File: src/rtl/mmac_pkg.sv
// Shared constants, types and channel scan helpers for the moving average calibrator.
`timescale 1ns / 1ps
`default_nettype none

package mmac_pkg;

    localparam int CHANNELS       = 6;
    localparam int CH_BITS        = 3;
    localparam int LOW_CHANNELS   = 4;
    localparam int MASK_BITS      = 4;
    localparam int CAL_BITS       = 64;
    localparam int CFG_IDX_BITS   = 3;
    localparam int CFG_DATA_BITS  = 64;
    localparam int IN_SAMPLE_BITS = 10;
    localparam int AVG_BITS       = 10;
    localparam int VALUE_BITS     = 16;
    localparam int GAIN_BITS      = 16;

    localparam int WINDOW_DEF      = 16;
    localparam int SAMPLE_BITS_DEF = 10;
    localparam int FULL_SCALE_DEF  = 1023;

    localparam logic [CFG_IDX_BITS-1:0] REG_MASK      = 3'd0;
    localparam logic [CFG_IDX_BITS-1:0] REG_CAL_FIRST = 3'd1;
    localparam logic [CFG_IDX_BITS-1:0] REG_CAL_LAST  = 3'd6;

    typedef logic [CH_BITS-1:0]   chan_t;
    typedef logic [MASK_BITS-1:0] mask_t;

    typedef struct packed {
        logic signed [VALUE_BITS-1:0] max;
        logic signed [VALUE_BITS-1:0] min;
        logic signed [VALUE_BITS-1:0] offset;
        logic [GAIN_BITS-1:0]         gain;
    } cal_t;

    localparam chan_t LAST_CHANNEL  = chan_t'(CHANNELS - 1);
    localparam chan_t FIRST_FIXED   = chan_t'(LOW_CHANNELS);

    // Highest enabled low channel, else the first always-on channel.
    function automatic chan_t start_channel(input mask_t mask);
        chan_t pick;
        pick = FIRST_FIXED;
        for (int i = 0; i < LOW_CHANNELS; i++) begin
            if (mask[i]) begin
                pick = chan_t'(i);
            end
        end
        return pick;
    endfunction

    // Next active channel in ascending scan order, wrapping after the top channel.
    function automatic chan_t next_chan(input chan_t ch, input mask_t mask);
        chan_t c0;
        chan_t pick;
        c0   = (ch == LAST_CHANNEL) ? '0 : chan_t'(ch + 3'd1);
        pick = (c0 >= FIRST_FIXED) ? c0 : FIRST_FIXED;
        for (int i = LOW_CHANNELS - 1; i >= 0; i--) begin
            if (mask[i] && (chan_t'(i) >= c0)) begin
                pick = chan_t'(i);
            end
        end
        return pick;
    endfunction

    // Next lower active channel; only used when one exists.
    function automatic chan_t prev_chan(input chan_t ch, input mask_t mask);
        chan_t pick;
        pick = (ch == LAST_CHANNEL) ? FIRST_FIXED : ch;
        if (ch != LAST_CHANNEL) begin
            for (int i = 0; i < LOW_CHANNELS; i++) begin
                if (mask[i] && (chan_t'(i) < ch)) begin
                    pick = chan_t'(i);
                end
            end
        end
        return pick;
    endfunction

    // True when no active channel lies below this one.
    function automatic logic is_last(input chan_t ch, input mask_t mask);
        logic none_below;
        none_below = (ch <= FIRST_FIXED);
        for (int i = 0; i < LOW_CHANNELS; i++) begin
            if (mask[i] && (chan_t'(i) < ch)) begin
                none_below = 1'b0;
            end
        end
        return none_below;
    endfunction

endpackage

`default_nettype wire

File: src/rtl/mmac_ram.sv
// Generic simple dual-port RAM with a registered read port.
`timescale 1ns / 1ps
`default_nettype none

module mmac_ram #(
    parameter int WIDTH     = mmac_pkg::SAMPLE_BITS_DEF,
    parameter int DEPTH     = mmac_pkg::CHANNELS * mmac_pkg::WINDOW_DEF,
    parameter int ADDR_BITS = $clog2(DEPTH)
) (
    input  wire logic                 aclk,
    input  wire logic                 we,
    input  wire logic [ADDR_BITS-1:0] waddr,
    input  wire logic [WIDTH-1:0]     wdata,
    input  wire logic                 re,
    input  wire logic [ADDR_BITS-1:0] raddr,
    output logic      [WIDTH-1:0]     rdata
);

    logic [WIDTH-1:0] mem_reg [DEPTH];

    always_ff @(posedge aclk) begin
        if (we) begin
            mem_reg[waddr] <= wdata;
        end
        if (re) begin
            rdata <= mem_reg[raddr];
        end
    end

endmodule

`default_nettype wire

File: src/rtl/multichannel_moving_average_calibrator_top.sv
// Top level of the six-channel moving average calibrator.
`timescale 1ns / 1ps
`default_nettype none

// Each accepted sample belongs to the current scan channel: the oldest ring entry is first
// read from the sample RAM, then the channel's running sum is updated and the new sample is
// written back. When the sample closes a scan round with full rings, the block then produces
// one calibrated word per active channel (two to six), highest channel first, each word
// passing through the AVG, GAIN, SCALE, OFFS and CLAMP states and waiting in CLAMP while a
// held output word is not taken by m_ready. The one shared multiplier runs the window
// division, the gain product and the full-scale division by reciprocal multiplication, one
// after another for each word. The input is not ready while a sample is being worked on.
// The sample RAM starts undefined and needs no clearing pass.
module multichannel_moving_average_calibrator_top #(
    parameter int WINDOW      = mmac_pkg::WINDOW_DEF,
    parameter int SAMPLE_BITS = mmac_pkg::SAMPLE_BITS_DEF,
    parameter int FULL_SCALE  = mmac_pkg::FULL_SCALE_DEF
) (
    input  wire logic                                    aclk,
    input  wire logic                                    aresetn,
    input  wire logic                                    cfg_wr_en,
    input  wire logic [mmac_pkg::CFG_IDX_BITS-1:0]       cfg_index,
    input  wire logic [mmac_pkg::CFG_DATA_BITS-1:0]      cfg_wdata,
    input  wire logic                                    s_valid,
    output logic                                         s_ready,
    input  wire logic [mmac_pkg::IN_SAMPLE_BITS-1:0]     s_sample,
    output logic                                         m_valid,
    input  wire logic                                    m_ready,
    output logic [mmac_pkg::CH_BITS-1:0]                 m_channel,
    output logic [mmac_pkg::AVG_BITS-1:0]                m_average,
    output logic signed [mmac_pkg::VALUE_BITS-1:0]       m_value,
    output logic                                         m_last
);

    localparam int POS_BITS   = $clog2(WINDOW);
    localparam int SUM_BITS   = SAMPLE_BITS + $clog2(WINDOW);
    localparam int PROD_BITS  = SAMPLE_BITS + mmac_pkg::GAIN_BITS;
    localparam int MUL_A_BITS = PROD_BITS;
    localparam int MUL_B_BITS = PROD_BITS + 1;
    localparam int MUL_P_BITS = MUL_A_BITS + MUL_B_BITS;

    localparam int L_W = $clog2(WINDOW);
    localparam int S_W = SUM_BITS + L_W;
    localparam longint unsigned M_W = ((64'd1 << S_W) + WINDOW - 1) / WINDOW;

    localparam int L_FS = $clog2(FULL_SCALE);
    localparam int S_FS = PROD_BITS + L_FS;
    localparam longint unsigned M_FS = ((64'd1 << S_FS) + FULL_SCALE - 1) / FULL_SCALE;

    localparam int Q_BITS = PROD_BITS - L_FS + 1;
    localparam int V_BITS = ((Q_BITS > mmac_pkg::VALUE_BITS) ? Q_BITS : mmac_pkg::VALUE_BITS) + 2;

    localparam int RAM_DEPTH = mmac_pkg::CHANNELS * WINDOW;
    localparam int RAM_AW    = $clog2(RAM_DEPTH);

    localparam logic [2:0] ST_IDLE  = 3'd0;
    localparam logic [2:0] ST_UPD   = 3'd1;
    localparam logic [2:0] ST_AVG   = 3'd2;
    localparam logic [2:0] ST_GAIN  = 3'd3;
    localparam logic [2:0] ST_SCALE = 3'd4;
    localparam logic [2:0] ST_OFFS  = 3'd5;
    localparam logic [2:0] ST_CLAMP = 3'd6;

    logic [2:0]              state_reg;
    mmac_pkg::mask_t         mask_reg;
    mmac_pkg::cal_t          cal_reg [mmac_pkg::CHANNELS];
    logic [SUM_BITS-1:0]     sum_reg [mmac_pkg::CHANNELS];
    mmac_pkg::chan_t         chan_reg;
    logic [POS_BITS-1:0]     pos_reg;
    logic                    full_reg;
    mmac_pkg::chan_t         emit_ch_reg;
    logic [SAMPLE_BITS-1:0]  sample_reg;
    logic [MUL_P_BITS-1:0]   prod_reg;
    logic [SAMPLE_BITS-1:0]  avg_reg;
    logic signed [V_BITS-1:0] v_reg;

    logic                    m_valid_reg;
    mmac_pkg::chan_t         m_channel_reg;
    logic [mmac_pkg::AVG_BITS-1:0]   m_average_reg;
    logic signed [mmac_pkg::VALUE_BITS-1:0] m_value_reg;
    logic                    m_last_reg;

    mmac_pkg::chan_t         sum_idx;
    logic [SUM_BITS-1:0]     sum_rd;
    mmac_pkg::cal_t          cal_sel;
    logic [SAMPLE_BITS-1:0]  ram_rdata;
    logic [RAM_AW-1:0]       ram_addr;
    logic                    accept;
    logic [SUM_BITS-1:0]     sum_next;
    mmac_pkg::chan_t         chan_next;
    logic [POS_BITS-1:0]     pos_next;
    logic                    full_next;
    logic                    emit_now;
    logic [MUL_A_BITS-1:0]   mul_a;
    logic [MUL_B_BITS-1:0]   mul_b;
    logic [MUL_P_BITS-1:0]   prod_next;
    logic [SAMPLE_BITS-1:0]  avg_slice;
    logic [Q_BITS-1:0]       quot;
    logic signed [V_BITS-1:0] v_next;
    logic signed [V_BITS-1:0] max_ext;
    logic signed [V_BITS-1:0] min_ext;
    logic signed [mmac_pkg::VALUE_BITS-1:0] value_next;
    logic                    last_now;
    logic                    out_load;

    assign accept  = s_valid && s_ready;
    assign s_ready = (state_reg == ST_IDLE);

    assign sum_idx = (state_reg == ST_UPD) ? chan_reg : emit_ch_reg;
    assign sum_rd  = sum_reg[sum_idx];
    assign cal_sel = cal_reg[emit_ch_reg];

    assign ram_addr = RAM_AW'(RAM_AW'(chan_reg) * RAM_AW'(WINDOW)) + RAM_AW'(pos_reg);

    mmac_ram #(
        .WIDTH     (SAMPLE_BITS),
        .DEPTH     (RAM_DEPTH),
        .ADDR_BITS (RAM_AW)
    ) u_sample_ram (
        .aclk  (aclk),
        .we    (state_reg == ST_UPD),
        .waddr (ram_addr),
        .wdata (sample_reg),
        .re    (accept),
        .raddr (ram_addr),
        .rdata (ram_rdata)
    );

    // Running sum update and scan advance for the sample in hand.
    always_comb begin
        sum_next  = sum_rd - (full_reg ? SUM_BITS'(ram_rdata) : '0) + SUM_BITS'(sample_reg);
        chan_next = mmac_pkg::next_chan(chan_reg, mask_reg);
        pos_next  = pos_reg;
        full_next = full_reg;
        emit_now  = 1'b0;
        if (chan_reg == mmac_pkg::LAST_CHANNEL) begin
            if (pos_reg == POS_BITS'(WINDOW - 1)) begin
                pos_next  = '0;
                full_next = 1'b1;
            end else begin
                pos_next = pos_reg + 1'b1;
            end
            emit_now = full_next;
        end
    end

    // Shared multiplier: window reciprocal, gain, then full-scale reciprocal.
    always_comb begin
        case (state_reg)
            ST_AVG: begin
                mul_a = MUL_A_BITS'(sum_rd);
                mul_b = MUL_B_BITS'(M_W);
            end
            ST_GAIN: begin
                mul_a = MUL_A_BITS'(avg_slice);
                mul_b = MUL_B_BITS'(cal_sel.gain);
            end
            default: begin
                mul_a = prod_reg[MUL_A_BITS-1:0];
                mul_b = MUL_B_BITS'(M_FS);
            end
        endcase
        prod_next = MUL_P_BITS'(mul_a) * MUL_P_BITS'(mul_b);
    end

    assign avg_slice = prod_reg[S_W +: SAMPLE_BITS];
    assign quot      = prod_reg[S_FS +: Q_BITS];
    assign v_next    = $signed(V_BITS'(quot)) + V_BITS'($signed(cal_sel.offset));
    assign max_ext   = V_BITS'($signed(cal_sel.max));
    assign min_ext   = V_BITS'($signed(cal_sel.min));

    always_comb begin
        if (v_reg > max_ext) begin
            value_next = cal_sel.max;
        end else if (v_reg < min_ext) begin
            value_next = cal_sel.min;
        end else begin
            value_next = v_reg[mmac_pkg::VALUE_BITS-1:0];
        end
    end

    assign last_now = mmac_pkg::is_last(emit_ch_reg, mask_reg);
    assign out_load = (state_reg == ST_CLAMP) && (!m_valid_reg || m_ready);

    always_ff @(posedge aclk) begin
        if (!aresetn) begin
            state_reg   <= ST_IDLE;
            mask_reg    <= '0;
            chan_reg    <= mmac_pkg::start_channel('0);
            pos_reg     <= '0;
            full_reg    <= 1'b0;
            emit_ch_reg <= mmac_pkg::LAST_CHANNEL;
            m_valid_reg <= 1'b0;
            for (int i = 0; i < mmac_pkg::CHANNELS; i++) begin
                cal_reg[i] <= '0;
                sum_reg[i] <= '0;
            end
        end else begin
            if (out_load) begin
                m_valid_reg <= 1'b1;
            end else if (m_ready) begin
                m_valid_reg <= 1'b0;
            end

            case (state_reg)
                ST_IDLE: begin
                    if (accept) begin
                        state_reg <= ST_UPD;
                    end
                end
                ST_UPD: begin
                    sum_reg[chan_reg] <= sum_next;
                    chan_reg          <= chan_next;
                    pos_reg           <= pos_next;
                    full_reg          <= full_next;
                    emit_ch_reg       <= mmac_pkg::LAST_CHANNEL;
                    state_reg         <= emit_now ? ST_AVG : ST_IDLE;
                end
                ST_AVG:   state_reg <= ST_GAIN;
                ST_GAIN:  state_reg <= ST_SCALE;
                ST_SCALE: state_reg <= ST_OFFS;
                ST_OFFS:  state_reg <= ST_CLAMP;
                ST_CLAMP: begin
                    if (out_load) begin
                        if (last_now) begin
                            state_reg <= ST_IDLE;
                        end else begin
                            emit_ch_reg <= mmac_pkg::prev_chan(emit_ch_reg, mask_reg);
                            state_reg   <= ST_AVG;
                        end
                    end
                end
                default: state_reg <= ST_IDLE;
            endcase

            if (cfg_wr_en) begin
                if (cfg_index == mmac_pkg::REG_MASK) begin
                    mask_reg <= cfg_wdata[mmac_pkg::MASK_BITS-1:0];
                    chan_reg <= mmac_pkg::start_channel(cfg_wdata[mmac_pkg::MASK_BITS-1:0]);
                end else if (cfg_index inside {[mmac_pkg::REG_CAL_FIRST:mmac_pkg::REG_CAL_LAST]})
                begin
                    cal_reg[cfg_index - mmac_pkg::REG_CAL_FIRST] <= cfg_wdata;
                end
            end
        end
    end

    always_ff @(posedge aclk) begin
        if (accept) begin
            sample_reg <= SAMPLE_BITS'(s_sample);
        end
        if ((state_reg == ST_AVG) || (state_reg == ST_GAIN) || (state_reg == ST_SCALE)) begin
            prod_reg <= prod_next;
        end
        if (state_reg == ST_GAIN) begin
            avg_reg <= avg_slice;
        end
        if (state_reg == ST_OFFS) begin
            v_reg <= v_next;
        end
        if (out_load) begin
            m_channel_reg <= emit_ch_reg;
            m_average_reg <= mmac_pkg::AVG_BITS'(avg_reg);
            m_value_reg   <= value_next;
            m_last_reg    <= last_now;
        end
    end

    assign m_valid   = m_valid_reg;
    assign m_channel = m_channel_reg;
    assign m_average = m_average_reg;
    assign m_value   = m_value_reg;
    assign m_last    = m_last_reg;

endmodule

`default_nettype wire

File: config.mk
export PLATFORM = sky130hd
export DESIGN_NAME = multichannel_moving_average_calibrator_top
export DESIGN_NICKNAME = d
export VERILOG_FILES = /design/src/rtl/mmac_pkg.sv /design/src/rtl/mmac_ram.sv /design/src/rtl/multichannel_moving_average_calibrator_top.sv
export SDC_FILE = /design/constraint.sdc
export NUM_CORES = 2
export LEC_CHECK = 0
export ABC_AREA = 1
export BUFFER_PORTS_ARGS = -buffer_cell sky130_fd_sc_hd__buf_2
export CORE_MARGIN = 1.5
export CORE_UTILIZATION = 60
export DETAILED_ROUTE_END_ITERATION = 12
export PLACE_DENSITY = 0.78
export SYNTH_ARGS = -nofsm -noshare
export SYNTH_HDL_FRONTEND = slang
export SYNTH_SLANG_ARGS = --single-unit
File: constraint.sdc
create_clock -name aclk -period 14.86 [get_ports aclk]
set_clock_uncertainty 0.15 [all_clocks]
set_input_delay 1.486 -clock aclk [delete_from_list [all_inputs] [get_ports aclk]]
set_output_delay 1.486 -clock aclk [all_outputs]
set_load 0.03 [all_outputs]
# After elaboration in Yosys (flattened, before gate mapping)
# Memories as Yosys holds them, arrays and structs flattened. A register that Yosys moved wholly into a read port is not among the register bits.
# Cells that the tools add are included.
dict set report totals {
  register_bits 141
  latch_bits 0
  ram_bits 1428
  mem_bits_ro 0
  inputBits 82
  output_inout_bits 32
  n_memories 3
}
# name words word_bits read_ports rd_clocked_by_memory_dff wr line_no
set mem_list {}
lappend mem_list {u_sample_ram.mem_reg 96 10 1 1 1 mmac_ram.sv:19} ;# logic [WIDTH-1:0] mem_reg [DEPTH];
lappend mem_list {cal_reg 6 64 1 1 6 multichannel_moving_average_calibrator_top.sv:66} ;# mmac_pkg::cal_t cal_reg [mmac_pkg::CHANNELS];
lappend mem_list {sum_reg 6 14 1 0 6 multichannel_moving_average_calibrator_top.sv:67} ;# logic [SUM_BITS-1:0] sum_reg [mmac_pkg::CHANNELS];
dict set report op_classes {
  add_sub_neg 7
  multipliers 1
  div_mod_pow 0
  magnitude_cmp 14
  n_eq_ne 13
  n_shift 0
  mux 60
  bitwise 0
  reduce_logical 25
}
# op count
set ops {}
lappend ops {{3-bit 2-to-1 mux} 28}
lappend ops {{64-bit 2-to-1 mux} 1}
lappend ops {{64-bit OR reduction} 1}
lappend ops {{27-bit one-hot mux with 2 select lines} 1}
lappend ops {{26-bit by 27-bit multiplier with 53-bit output} 1}
lappend ops {{26-bit one-hot mux with 2 select lines} 1}
lappend ops {{16-bit 2-to-1 mux} 2}
lappend ops {{3-bit one-hot mux with 7 select lines} 1}
lappend ops {{1-bit 2-to-1 mux} 20}
lappend ops {{18-bit by 16-bit adder with 19-bit output} 1}
lappend ops {{19-bit by 16-bit greater-than comparator with 1-bit output} 1}
lappend ops {{19-bit by 16-bit less-than comparator with 1-bit output} 1}
lappend ops {{3-bit == test (second input constant)} 5}
lappend ops {{14-bit by 10-bit adder with 14-bit output} 1}
lappend ops {{14-bit 2-to-1 mux} 1}
lappend ops {{14-bit OR reduction} 1}
lappend ops {{14-bit by 10-bit subtractor with 14-bit output} 1}
lappend ops {{1-bit logical AND} 11}
lappend ops {{10-bit 2-to-1 mux} 1}
lappend ops {{7-bit by 4-bit adder with 7-bit output} 1}
lappend ops {{3-bit by 2-bit == test with 1-bit output (second input constant)} 2}
lappend ops {{1-bit by 3-bit >= comparator with 1-bit output (first input constant)} 2}
lappend ops {{2-bit by 3-bit >= comparator with 1-bit output (first input constant)} 2}
lappend ops {{3-bit <= comparator (second input constant)} 2}
lappend ops {{other kinds (21)} 31}

# Logic depth before layout (Yosys ltp)
dict set report logic_depth {
  word_depth 12
  mapped_depth 41
}

# By module
# A second synthesis with hierarchy kept.
dict set report unflattened {
  hier_cells 8462
  area_unflattened_um2 89454.5
}
# module n_inst cells_per_inst area_per_inst_um2 seq_area_each_um2
set modules_own_cells {}
lappend modules_own_cells {multichannel_moving_average_calibrator_top 1 5160 49934.1 22601.7}
lappend modules_own_cells {mmac_ram 1 3302 39520.4 29127.9}

# Worst setup path after synthesis
# No wires, ideal clock.
dict set report synth_path {
  path_type {register -> register}
  start {reg state_reg[0]}
  end {reg prod_reg[40] (data pin)}
  setup_ns 0.260
  t_arrival_ns 6.698
  required_ns 14.450
  path_slack_ns 7.752
  stages_incl_launch_ff 35
  path_buffers 3
  period_less_slack_ns 7.108
  path_cell_list {dfxtp_1 -> buf_4 -> nand4_4 -> nand2_2 -> buf_4 -> nand2_1 -> nand3_1 -> nand2_1 -> o21ai_1 -> nand2_1 -> nand2_1 -> nor2_4 -> inv_2 -> buf_4 -> nand2_1 -> fa_1 -> inv_1 -> fa_1 -> inv_1 -> fa_1 -> fa_1 -> inv_1 -> fa_1 -> fa_1 -> inv_1 -> fa_1 -> inv_1 -> ha_1 -> a21o_1 -> or2_2 -> a21oi_1 -> o21ai_0 -> nand2_1 -> nand4_1 -> xor2_1}
}
dict set report synth_via {
  elab_chain_cells 5
  elab_cells_between_ends 8
  cone_classes {mul (1); eq/ne (3); mux (3); memory (1)}
}
# element line_no
set synth_lines {}
lappend synth_lines {{start: declaration} multichannel_moving_average_calibrator_top.sv:64} ;# logic [2:0] state_reg;
lappend synth_lines {{start signal: assignment} multichannel_moving_average_calibrator_top.sv:217} ;# state_reg <= emit_now ? ST_AVG : ST_IDLE;
lappend synth_lines {{3-bit by 1-bit == test with 1-bit output} multichannel_moving_average_calibrator_top.sv:109} ;# assign sum_idx = (state_reg == ST_UPD) ? chan_reg : emit_ch_reg;
lappend synth_lines {{3-bit 2-to-1 mux} multichannel_moving_average_calibrator_top.sv:109}
lappend synth_lines {{memory read 6 x 14 bit} n/a}
lappend synth_lines {{26-bit one-hot mux with 2 select lines} multichannel_moving_average_calibrator_top.sv:149} ;# case (state_reg)
lappend synth_lines {{26-bit by 27-bit multiplier with 53-bit output (*)} multichannel_moving_average_calibrator_top.sv:163} ;# prod_next = MUL_P_BITS'(mul_a) * MUL_P_BITS'(mul_b);
lappend synth_lines {{named net prod_next[40]} multichannel_moving_average_calibrator_top.sv:96} ;# logic [MUL_P_BITS-1:0] prod_next;
lappend synth_lines {{end signal: assignment} multichannel_moving_average_calibrator_top.sv:253} ;# prod_reg <= prod_next;
lappend synth_lines {{end: declaration} multichannel_moving_average_calibrator_top.sv:73} ;# logic [MUL_P_BITS-1:0] prod_reg;
# Mark *: on every way through the listed nets, which the timed path passes. The rest lies on a longest branch.
# A chain may end at the register's enable or synchronous reset.

# Worst setup path in the final report
dict set report layout_path {
  start {reg state_reg[1]}
  end {reg prod_reg[49] (data pin)}
}
# The elaborated chain is that of the path after synthesis.

==> metrics.yaml <==
finalSetupViolations: 0
path_max_fanout: 37
crit_family: "adder cells"
synth.mux.area_fraction: 0
hold_class: "register to register"
vias: 59530
ir_worst_vdd_v: 0.000407
grt_pass1_wl_microns: 359000
synth_fa_ha_area_frac: 0.128
hold_buffers: 0
grt_pass1_vias: 59311
grt_overflow_total: 0
grt_usage: 0.329
clk_transition_reported_paths_ns: 0.07
ys_seq_area_frac: 0.599
fillers: 10230
yosysUniqueCellTypes: 65
clock_sinks: 1730
wirelength_microns: 240000
ys_async_sr_fraction: 0
routedWlPerCell_microns: 24.0
rsz0062_at_grt: "false"
clk_latency_ns: 0.83
power_frac_clock: 0.268
layout_commonest_cell: "edfxtp_1"
portBuffers: 113
min_period_ns: 9.79
drt-initial-drc-count: 7301
cp_num_buf_inv: 10
cts_tree: "yes"
viasPerCell: 5.95
cts_max_level: 4
drv_slew: 0
coreArea_sq_um: 142000
switching_share: 0.375
comb_power_share: 0.379
cts_setup_buffers: 0
synth_top_family_by_area: "simple AND/OR/NAND/NOR gates"
yosys_warnings: 0
synth_edf_count: 1708
post_cts_resized: 0
clock-root-buffer: "clkbuf_16"
dp.cells: 9684
cp_data_arrival_time_ns: 10.19
grt_max_degree: 99
p_int_mw: 10.1
dieArea_sq_um: 146000
hold_viol_final: 0
drc_errors: 0
path_class: "register to register"
outcome: "finished clean"
antenna_found_initial: 10
max-cap-violations: 0
initial_core_util: 0.607
min_period_over_period: 0.659
startpoint_type: "register"
synthCells: 7678
synth_ff_type: "edfxtp_1"
p_leak_nw: 36.4
synth-compound-area-share: 0.0692
cts_buffer_depth: 3
relSlewSlack: 0.118
ys_ff_latch: 1730
p_seq_frac: 0.353
worstPathRequired_ns: 15.25
netlist_area_sq_um: 86300
final_cell_mix: "1,708 x edfxtp_1, 1,355 x nand2_1, 1,122 x nor2_1"
die_w_microns: 382
area_growth_syn_to_layout_pct: 10.1
power_density_nw_per_um2: 170
fp.dieH_microns: 382
crit_path_max_incr_delay_ns: 0.93
drive_above_1_share: 0.0681
synth-simple-area-share: 0.140
max_clock_freq_mhz: 102
largest_reg_flops: 960
synth_xor_xnor_area_share: 0.00558
row_count: 138
cp-end-kind: "register"
worstMarginPinSlew_ns: 1.32
ant_nets: 0
postSynthAreaPerCell_sq_um: 11.2
fin_nets: 8696
hold_ws_ns: 0.267
place_congestion: 0.953
fin_cells: 9999
setup-tns-final_ns: 0
critPathSlowestCell: "nor2_4"
dr.pass1.iters: 9
switchingPower_mw: 6.05
hpwl_microns: 154000
p_total_mw: 16.1
ios: 114
cts_buffers: 169
-- worst register-to-register path, delay by kind of cell, from the launching register on --
kind / cells / cell delay, ns
AOI/OAI and AO/OA: 3 / 0.96
adders and majority gates: 8 / 3.87
buffers and inverters: 10 / 1.88
DFF: 1 / 0.44
and+or+nand+nor: 10 / 2.19
-- cell families (layout without fill, tap and decap cells) --
logic type	count (synthesis)	count (layout)
xor+xnor	55	55
other cells	2	224
simple gates	2977	2977
buf+inv	1274	1483
flops	1730	1730
fa+ha+maj	649	649
compound gates	991	991
-- area by class of cell --
cell class,count,area (sq um),area share
Antenna cell,4,10.0,0.000105
Clock buffer,205,4440,0.0467
Inverter,974,3680,0.0387
Clock inverter,106,1120,0.0118
Tap cell,1890,2360,0.0249
Timing Repair Buffer,198,1200,0.0127
Sequential cell,1730,51700,0.544
Multi-Input combinational cell,4892,30500,0.321
-- final timing paths --
path / from / slack [ns] / cells after the start / to
hold reg to reg: avg_reg[0] / 0.27 / 0 / m_average[0]
setup reg to reg: state_reg[1] / 5.07 / 31 / prod_reg[49]
setup / recovery: state_reg[1] / 5.07 / 31 / prod_reg[49]
hold / removal: avg_reg[0] / 0.27 / 0 / m_average[0]
-- cell usage after synthesis (all sizes together), types with 4 or more instances --
master / n / area, sq um
a21o: 9 / 67.6
a21oi: 165 / 871
a221oi: 14 / 123
a22o: 18 / 158
a22oi: 97 / 728
a31oi: 22 / 144
a32o: 4 / 40.0
and3: 7 / 45.1
buf: 121 / 697
clkbuf: 179 / 672
dfxtp: 22 / 440
edfxtp: 1708 / 51300
fa: 386 / 7730
ha: 263 / 3290
inv: 971 / 3650
nand2: 1372 / 5170
nand3: 271 / 1400
nand4: 133 / 847
nor2: 1145 / 4360
nor3: 37 / 190
nor4: 6 / 37.5
o2111ai: 30 / 263
o211ai: 26 / 205
o21ai: 464 / 2370
o21bai: 7 / 52.6
o221ai: 24 / 210
o22ai: 89 / 557
o31ai: 6 / 45.0
xnor2: 17 / 149
xor2: 38 / 333
-- per-layer routing --
| layer | up-vias | part of all wire | track usage |
|---|---|---|---|
| li1 | 26390 | - | - |
| met1 | 29005 | 0.36 | 0.430 |
| met2 | 3488 | 0.48 | 0.536 |
| met3 | 635 | 0.11 | 0.0639 |
| met4 | 12 | 0.048 | 0.152 |
| met5 | - | 0.00030 | 0 |
-- metrics by stage --
step           worst slack (ns)  cell area [sq um]   util
2_1_floorplan              7.75              87100      -
3_3_place_gp               5.29              89500  0.630
3_5_place_dp               5.22              89500  0.630
4_1_cts                    5.18              95100  0.669
5_1_grt                    4.48              95100  0.669
6_report                   5.07              95100  0.669
-- power by group through the flow --
stage,Sequential (mW),Combinational [mW],Clock [mW]
final,5.71,6.12,4.32
after floorplan,5.82,4.03,0
after detailed placement,5.81,5.97,0
after CTS,5.71,6.01,4.33
after global placement,5.80,5.91,0
after global routing,5.71,6.76,4.51
No activity file was read; power rests on OpenSTA's default activity.
